## config.mk

```make
export PLATFORM = sky130hd
export DESIGN_NAME = positional_array_insert_delete_search
export DESIGN_NICKNAME = d
export VERILOG_FILES = /design/src/design/paids_pkg.sv /design/src/design/paids_cell.sv /design/src/design/paids_scan.sv /design/src/design/positional_array_insert_delete_search.sv
export VERILOG_INCLUDE_DIRS = /design/src /design/src/design
export SDC_FILE = /design/constraint.sdc
export NUM_CORES = 2
export LEC_CHECK = 0
export BUFFER_PORTS_ARGS = -buffer_cell sky130_fd_sc_hd__buf_2
export CORE_MARGIN = 1.5
export CORE_UTILIZATION = 60
export DETAILED_ROUTE_END_ITERATION = 6
export PLACE_DENSITY = 0.83
export SLEW_MARGIN = 20
export SYNTH_ARGS = -nofsm -noshare
export SYNTH_HDL_FRONTEND = slang
export SYNTH_HIERARCHICAL = 1
export SYNTH_SLANG_ARGS = --single-unit
export TNS_END_PERCENT = 50
```

## constraint.sdc

```tcl
create_clock -name clk -period 7.8 [get_ports clk]
set_input_delay 0.78 -clock clk [delete_from_list [all_inputs] [get_ports clk]]
set_output_delay 0.78 -clock clk [all_outputs]
set_load 0.005 [all_outputs]
```

## src/design/positional_array_insert_delete_search_assert.svh

```systemverilog
// assertion helpers shared by the list block
`ifndef POSITIONAL_ARRAY_INSERT_DELETE_SEARCH_ASSERT_SVH
`define POSITIONAL_ARRAY_INSERT_DELETE_SEARCH_ASSERT_SVH

// same-cycle implication
`define PAIDS_ASSERT_SAME(label, clk, rst_n, cond, expr, msg) \
    label: assert property (@(posedge clk) disable iff (!rst_n) (cond) |-> (expr)) \
        else $error(msg);

// next-cycle implication
`define PAIDS_ASSERT_NEXT(label, clk, rst_n, cond, expr, msg) \
    label: assert property (@(posedge clk) disable iff (!rst_n) (cond) |=> (expr)) \
        else $error(msg);

`endif

```

## src/design/paids_pkg.sv

```systemverilog
`default_nettype none

package paids_pkg;

    typedef enum logic [1:0]
    {
        OP_INSERT = 2'd0,
        OP_DELETE = 2'd1,
        OP_UPDATE = 2'd2,
        OP_SEARCH = 2'd3
    } op_t;

    typedef struct packed
    {
        op_t        operation;
        logic [5:0] position;
        logic [7:0] value;
    } in_word_t;

    typedef struct packed
    {
        logic       status;
        logic       found;
        logic [5:0] match_index;
        logic [6:0] used_count;
    } out_word_t;

    typedef struct packed
    {
        logic       apply;
        op_t        op;
        logic [5:0] pos;
        logic [7:0] val;
    } cell_ctrl_t;

    typedef struct packed
    {
        logic       done;
        logic       found;
        logic [5:0] index;
    } scan_res_t;

    localparam int SCAN_GROUP = 8;

endpackage

`default_nettype wire

```

## src/design/paids_cell.sv

```systemverilog
`default_nettype none

module paids_cell #(
    parameter int IDX = 0,
    parameter int CW  = 7,
    parameter int IW  = 7
) (
    input  wire logic                  clk,
    input  wire paids_pkg::cell_ctrl_t ctrl,
    input  wire logic [CW-1:0]         count,
    input  wire logic [7:0]            prev_data,
    input  wire logic [7:0]            next_data,
    output logic [7:0]                 data,
    output logic                       match
);
    import paids_pkg::*;

    localparam logic [IW-1:0] IDX_P = IW'(IDX);
    localparam logic [CW-1:0] IDX_C = CW'(IDX);

    logic [7:0]    data_reg;
    logic [7:0]    data_next;
    logic          match_reg;
    logic          match_next;
    logic [IW-1:0] pos_w;
    logic          used;

    assign pos_w = IW'(ctrl.pos);
    assign used  = IDX_C < count;

    always_comb
    begin
        data_next  = data_reg;
        match_next = match_reg;
        if (ctrl.apply)
        begin
            case (ctrl.op)
                OP_INSERT:
                begin
                    if (IDX_P > pos_w)
                    begin
                        data_next = prev_data;
                    end
                    else if (IDX_P == pos_w)
                    begin
                        data_next = ctrl.val;
                    end
                end
                OP_DELETE:
                begin
                    if (IDX_P >= pos_w)
                    begin
                        data_next = next_data;
                    end
                end
                OP_UPDATE:
                begin
                    if (IDX_P == pos_w)
                    begin
                        data_next = ctrl.val;
                    end
                end
                OP_SEARCH:
                begin
                    match_next = used && (data_reg == ctrl.val);
                end
                default:
                begin
                    data_next = data_reg;
                end
            endcase
        end
    end

    always_ff @(posedge clk)
    begin
        data_reg  <= data_next;
        match_reg <= match_next;
    end

    assign data  = data_reg;
    assign match = match_reg;

endmodule

`default_nettype wire

```

## src/design/paids_scan.sv

```systemverilog
`default_nettype none

module paids_scan #(
    parameter int DEPTH = 64
) (
    input  wire logic             clk,
    input  wire logic             rst_n,
    input  wire logic             start,
    input  wire logic [DEPTH-1:0] match,
    output paids_pkg::scan_res_t  res
);
    import paids_pkg::*;

    localparam int NG = (DEPTH + SCAN_GROUP - 1) / SCAN_GROUP;
    localparam int GW = (NG > 1) ? $clog2(NG) : 1;
    localparam logic [GW-1:0] LAST_GRP = GW'(NG - 1);

    logic            busy_reg;
    logic            busy_next;
    logic [GW-1:0]   grp_reg;
    logic [GW-1:0]   grp_next;
    logic [NG*SCAN_GROUP-1:0] pad;
    logic [SCAN_GROUP-1:0]    bits;
    logic            hit;
    logic [2:0]      kk;
    logic [GW+5:0]   full_idx;

    always_comb
    begin
        pad            = '0;
        pad[DEPTH-1:0] = match;
    end

    assign bits = pad[{grp_reg, 3'b000} +: SCAN_GROUP];

    always_comb
    begin
        hit = 1'b0;
        kk  = 3'd0;
        for (int k = SCAN_GROUP - 1; k >= 0; k--)
        begin
            if (bits[k])
            begin
                hit = 1'b1;
                kk  = 3'(k);
            end
        end
    end

    assign full_idx = (GW + 6)'({grp_reg, kk});

    always_comb
    begin
        res.done  = busy_reg && (hit || grp_reg == LAST_GRP);
        res.found = hit;
        res.index = hit ? full_idx[5:0] : 6'd0;
    end

    always_comb
    begin
        busy_next = busy_reg;
        grp_next  = grp_reg;
        if (start)
        begin
            busy_next = 1'b1;
            grp_next  = '0;
        end
        else if (res.done)
        begin
            busy_next = 1'b0;
        end
        else if (busy_reg)
        begin
            grp_next = grp_reg + 1'b1;
        end
    end

    always_ff @(posedge clk or negedge rst_n)
    begin
        if (!rst_n)
        begin
            busy_reg <= 1'b0;
            grp_reg  <= '0;
        end
        else
        begin
            busy_reg <= busy_next;
            grp_reg  <= grp_next;
        end
    end

endmodule

`default_nettype wire

```

## src/design/positional_array_insert_delete_search.sv

```systemverilog
// channel | words                | handshake
// in      | operation/position/value | in_valid, in_stall
// out     | status/found/match_index/used_count | out_valid, out_stall
//
// insert, delete and update set the cells and the result word at the same edge;
// the whole cell row shifts at once; search compares the value in every cell,
// then scans the match bits eight cells a cycle
// reset clears the used count and the handshake state; entries need no clearing
// a stalled output word holds; a new word is taken once the result register frees
`default_nettype none

module positional_array_insert_delete_search #(
    parameter int DEPTH = 64
) (
    input  wire logic                 clk,
    input  wire logic                 rst_n,
    input  wire logic                 in_valid,
    output logic                      in_stall,
    input  wire paids_pkg::in_word_t  in_data,
    output logic                      out_valid,
    input  wire logic                 out_stall,
    output paids_pkg::out_word_t      out_data
);
    import paids_pkg::*;

    localparam int CW   = $clog2(DEPTH + 1);
    localparam int CMPW = (CW > 6) ? CW : 6;

    typedef enum logic
    {
        ST_IDLE,
        ST_SCAN
    } state_t;

    state_t          state_reg;
    state_t          state_next;
    logic [CW-1:0]   count_reg;
    logic [CW-1:0]   count_next;
    logic            out_valid_reg;
    logic            out_valid_next;
    out_word_t       out_data_reg;
    out_word_t       out_data_next;

    logic            accept;
    logic [CMPW-1:0] pos_w;
    logic [CMPW-1:0] cnt_w;
    logic            insert_ok;
    logic            modify_ok;
    logic            op_ok;
    cell_ctrl_t      ctrl;
    scan_res_t       scan_res;
    logic [7:0]      cell_data [DEPTH];
    logic [DEPTH-1:0] match_vec;

    assign in_stall = !(state_reg == ST_IDLE && (!out_valid_reg || !out_stall));
    assign accept   = in_valid && !in_stall;

    assign pos_w     = CMPW'(in_data.position);
    assign cnt_w     = CMPW'(count_reg);
    assign insert_ok = (cnt_w < CMPW'(DEPTH)) && (pos_w <= cnt_w);
    assign modify_ok = pos_w < cnt_w;

    always_comb
    begin
        case (in_data.operation)
            OP_INSERT: op_ok = insert_ok;
            OP_DELETE: op_ok = modify_ok;
            OP_UPDATE: op_ok = modify_ok;
            OP_SEARCH: op_ok = 1'b1;
            default:   op_ok = 1'b0;
        endcase
    end

    always_comb
    begin
        ctrl.apply = accept && op_ok;
        ctrl.op    = in_data.operation;
        ctrl.pos   = in_data.position;
        ctrl.val   = in_data.value;
    end

    for (genvar i = 0; i < DEPTH; i++)
    begin : g_cell
        logic [7:0] prev_d;
        logic [7:0] next_d;
        if (i == 0)
        begin : g_first
            assign prev_d = 8'h00;
        end
        else
        begin : g_mid_lo
            assign prev_d = cell_data[i-1];
        end
        if (i == DEPTH - 1)
        begin : g_last
            assign next_d = 8'h00;
        end
        else
        begin : g_mid_hi
            assign next_d = cell_data[i+1];
        end
        paids_cell #(
            .IDX (i),
            .CW  (CW),
            .IW  (CMPW)
        ) u_cell (
            .clk       (clk),
            .ctrl      (ctrl),
            .count     (count_reg),
            .prev_data (prev_d),
            .next_data (next_d),
            .data      (cell_data[i]),
            .match     (match_vec[i])
        );
    end

    paids_scan #(
        .DEPTH (DEPTH)
    ) u_scan (
        .clk   (clk),
        .rst_n (rst_n),
        .start (accept && in_data.operation == OP_SEARCH),
        .match (match_vec),
        .res   (scan_res)
    );

    always_comb
    begin
        state_next     = state_reg;
        count_next     = count_reg;
        out_valid_next = out_valid_reg && out_stall;
        out_data_next  = out_data_reg;
        case (state_reg)
            ST_IDLE:
            begin
                if (accept)
                begin
                    if (in_data.operation == OP_SEARCH)
                    begin
                        state_next = ST_SCAN;
                    end
                    else
                    begin
                        if (op_ok && in_data.operation == OP_INSERT)
                        begin
                            count_next = count_reg + 1'b1;
                        end
                        else if (op_ok && in_data.operation == OP_DELETE)
                        begin
                            count_next = count_reg - 1'b1;
                        end
                        out_valid_next            = 1'b1;
                        out_data_next.status      = !op_ok;
                        out_data_next.found       = 1'b0;
                        out_data_next.match_index = 6'd0;
                        out_data_next.used_count  = 7'(count_next);
                    end
                end
            end
            ST_SCAN:
            begin
                if (scan_res.done)
                begin
                    state_next                = ST_IDLE;
                    out_valid_next            = 1'b1;
                    out_data_next.status      = 1'b0;
                    out_data_next.found       = scan_res.found;
                    out_data_next.match_index = scan_res.index;
                    out_data_next.used_count  = 7'(count_reg);
                end
            end
            default:
            begin
                state_next = ST_IDLE;
            end
        endcase
    end

    always_ff @(posedge clk or negedge rst_n)
    begin
        if (!rst_n)
        begin
            state_reg     <= ST_IDLE;
            count_reg     <= '0;
            out_valid_reg <= 1'b0;
        end
        else
        begin
            state_reg     <= state_next;
            count_reg     <= count_next;
            out_valid_reg <= out_valid_next;
        end
    end

    always_ff @(posedge clk)
    begin
        out_data_reg <= out_data_next;
    end

    assign out_valid = out_valid_reg;
    assign out_data  = out_data_reg;

`include "positional_array_insert_delete_search_assert.svh"

    `PAIDS_ASSERT_SAME(a_count_bound, clk, rst_n, 1'b1, count_reg <= CW'(DEPTH), "count past depth")
    `PAIDS_ASSERT_NEXT(a_write_result, clk, rst_n, accept && in_data.operation != OP_SEARCH, out_valid_reg, "no result for write")
    `PAIDS_ASSERT_NEXT(a_search_scan, clk, rst_n, accept && in_data.operation == OP_SEARCH, state_reg == ST_SCAN && !out_valid_reg, "search did not scan")
    `PAIDS_ASSERT_NEXT(a_reject_hold, clk, rst_n, accept && !op_ok, $stable(count_reg), "rejected word moved count")

endmodule

`default_nettype wire

```

==> summary.txt <==
Outcome
  • Status: finished, final reports clean

Synthesis
  • Ys Warns: 6
  • Post-synth top area cell: edfxtp_1
  • Area share of the largest cell type after synthesis: 0.297
  • Register area share after synthesis: 0.303
  • Number of synthesized register bits: 604
  • Cell area after synthesis: 59,700 um^2
  • Post-Synthesis Cells: 6,262
  • Top_reg_cell synth: edfxtp_1
  • FFs w/ async S/R, synth: 0.0215
  • EDFF count, synth: about 590
  • Syn avg cell area: 9.54 um^2
  • Yosys cell types: 164
  • Synth area leaders: edfxtp_1 (30%), xnor2_1 (6.8%), ha_1 (5.7%)

GRT
  • First-pass GRT wire length: around 300,000 um
  • All-layer global routing usage: 0.360
  • Pin count of the biggest net entering global routing: 113
  • Initial antenna violation count: 5
  • Vias in the first global route: 51,800
  • Global route overflow: 0

Pwr
  • PD cells: approximately 190 nW/um^2
  • P_leak: about 23 nW
  • Comb power frac: 0.315
  • Sw Share: 0.377
  • Switching Power: approximately 4.4 mW
  • Int Pwr: approximately 7.2 mW
  • Max VDD drop: 0.191 mV
  • Clock Power Share: 0.284
  • Seq pwr share: 0.401
  • Pwr Total: between 10 and 15 mW

Floorplan
  • Chip Width: 319 um
  • Die Y: 319 um
  • I/O Pins: 37
  • Row count: between 100 and 150
  • Total core area: 98,600 um^2
  • Initial Util: 0.606
  • Die area: 101,000 um^2

Detailed routing
  • Post-Route WL: 191,000 um
  • Post-route ant nets: 0
  • DR WL/cell: 25.8 um
  • DR vias: 55,300
  • TritonRoute pass-1 iters: 7
  • Via density: 7.48
  • 1st-iter DRT viols: 8,421
  • Drt drc: 0

Critical path
  • Arrival @ worst endpoint: 5.04 ns
  • Crit path buf inv count: 4
  • CP Class: reg -> reg
  • CP required: between 8 and 9 ns
  • CP max stage delay: 0.76 ns
  • Crit path launch type: flip-flop
  • Most Frequent Cell on Critical Path: buf_4
  • Critical Path Fanout Max: 71
  • CP top delay family: compound AO/OA/AOI/OAI gates
  • CP Capture Type: flip-flop
  • Critical path cell sequence: buf_4, inv_1, ha_1, a21oi_4, a21oi_2, a2111oi_2, nor3_2, buf_4, nor2_4, buf_12, o31ai_1, a31oi_1
  • CP max-delay cell: a31oi_1

STA
  • Unrepaired setup endpoints after global routing: false
  • Final Slew Violations: 0
  • Final worst setup slack: 3.01 ns
  • Measured slew at the worst slew-check pin: roughly 1.1 ns
  • Final Hold Viols: 0
  • Setup_tns: 0 ns
  • Slew headroom: 0.249
  • Min Tclk post-route: 4.79 ns
  • Period utilisation layout: 0.614
  • Clk_skew: 0.0334 ns
  • Fmax: 209 MHz
  • Final Setup Violations: 0

Cells and area
  • Design area: between 60,000 and 70,000 um^2
  • Fill cells: 7,869
  • Post-layout util: 0.626
  • Layout Nets: 6,332
  • Share of layout cells above drive strength 1: 0.108
  • Number of flip-flops under the largest register name: 512
  • Synth-to-layout area growth: 3.25%

Clock tree
  • CTS buffer count: 74
  • Clk_lat worst skew: 0.64 ns
  • Resize count post-CTS: 0
  • Post-CTS Hold Buffers: 0
  • CTS tree: done
  • Clock transition at path regs: 0.06 ns
  • Clock sink count: 604
  • H-tree depth: 3
  • # Post-CTS Setup Buffers: 0
  • Clk root buf: clkbuf_16
  • Max clock buf depth: 3

Place
  • Placed cell area: 59,400 um^2
  • Gpl congestion: approximately 0.96
  • Setup WS pre-CTS: about 2.9 ns
  • Port bufs: 36
  • Hpwl dp: 122,000 um

Min path
  • Hold Path Class: in -> async

Job
  • Max-cap viol count: 0
## power groups by stage
stage / sequential (mW) / clock [mW] / combinational [mW]
after floorplan: 4.56 / 0 / 2.35
after global placement: 4.67 / 0 / 3.37
after detailed placement: 4.68 / 0 / 3.49
after CTS: 4.62 / 3.29 / 3.51
after global routing: 4.67 / 3.40 / 3.87
final: 4.64 / 3.28 / 3.64
## routing by layer
metal,global-route usage,vias up,wire length (um)
li1,-,24100,-
met1,0.488,26200,71900
met2,0.552,4187,84400
met3,0.0683,817,24600
met4,0.177,8,10000
met5,0,-,49
## synth_stat cells (all sizes together), types with 33 or more instances
cell    number
o32ai       65
xnor2      461
mux2i      269
o21ai      257
o211ai      97
o221ai     138
a31oi      132
a21oi      216
o22ai      101
inv        273
nor2       220
a221o       46
nand4      137
a211o       43
nand3      202
a32oi       39
clkbuf     138
a22oi       92
nand2      494
xor2        63
a311oi      42
a221oi     150
edfxtp     591
and3       149
a21boi     107
nor4        39
a21o       169
buf        255
nand2b      33
o31ai       72
and2       134
nor3       142
ha         270
a211oi     122
o21bai      40
## path summary, 6_finish.rpt
| check | from | end | slack (ns) | depth (start not counted) |
|---|---|---|---|---|
| max | cnt_w[2] | g_cell[59].u_cell/data[2] | 3.01 | 12 |
| min | rst_n | out_valid | 0.09 | 1 |
| max reg2reg | cnt_w[2] | g_cell[59].u_cell/data[2] | 3.01 | 12 |
| min reg2reg | out_valid | out_valid | 0.51 | 1 |
| max in group asynchronous | rst_n | cnt_w[6] | 7.34 | 1 |
| min in group clk | out_stall | out_valid | 0.36 | 2 |
## layout make-up
class	instances	area, um^2	area share
Multi-Input combinational cell	4990	37800	0.614
Sequential cell	604	18100	0.293
Clock buffer	92	1960	0.0318
Tap cell	1287	1610	0.0261
Inverter	274	1030	0.0167
Timing Repair Buffer	98	878	0.0142
Clock inverter	43	249	0.00404
Antenna cell	2	5.00	0.0000812
## cell families (layout without fill, tap and decap cells)
family          Yosys count  in the layout  synth area share
xor+xnor                524            524            0.0768
fa+ha+maj               270            270            0.0566
compound gates         2133           2133             0.276
flops                   604            604             0.303
mux                     288            288            0.0505
other cells               1             10         0.0000628
buf+inv                 675            507            0.0645
simple gates           1767           1767             0.172
## cell usage in the layout (no fill, tap or decap), types with 92 or more instances in the layout
master / Yosys / routed
a211oi_1: 112 / 112
a21o_1: 151 / 151
a21oi_1: 211 / 211
a221oi_1: 96 / 96
a22oi_1: 92 / 92
a31oi_1: 132 / 132
and2_1: 119 / 119
edfxtp_1: 591 / 591
ha_1: 270 / 270
inv_1: 273 / 273
mux2i_1: 268 / 268
nand2_1: 476 / 476
nand3_1: 193 / 193
nand4_1: 131 / 131
nor2_1: 193 / 192
nor3_1: 117 / 116
o21ai_0: 132 / 132
o221ai_1: 138 / 138
o22ai_1: 99 / 99
xnor2_1: 461 / 461
## per-stage QoR
step / instances / hold slack (ns)
final: 7390 / 0.0902
after global placement: 7253 / 0.484
after CTS: 7388 / 0.0690
after floorplan: 6269 / 0.484
after detailed placement: 7253 / 0.507
after global routing: 7388 / 0.0926
No activity file was read; power rests on OpenSTA's default activity.
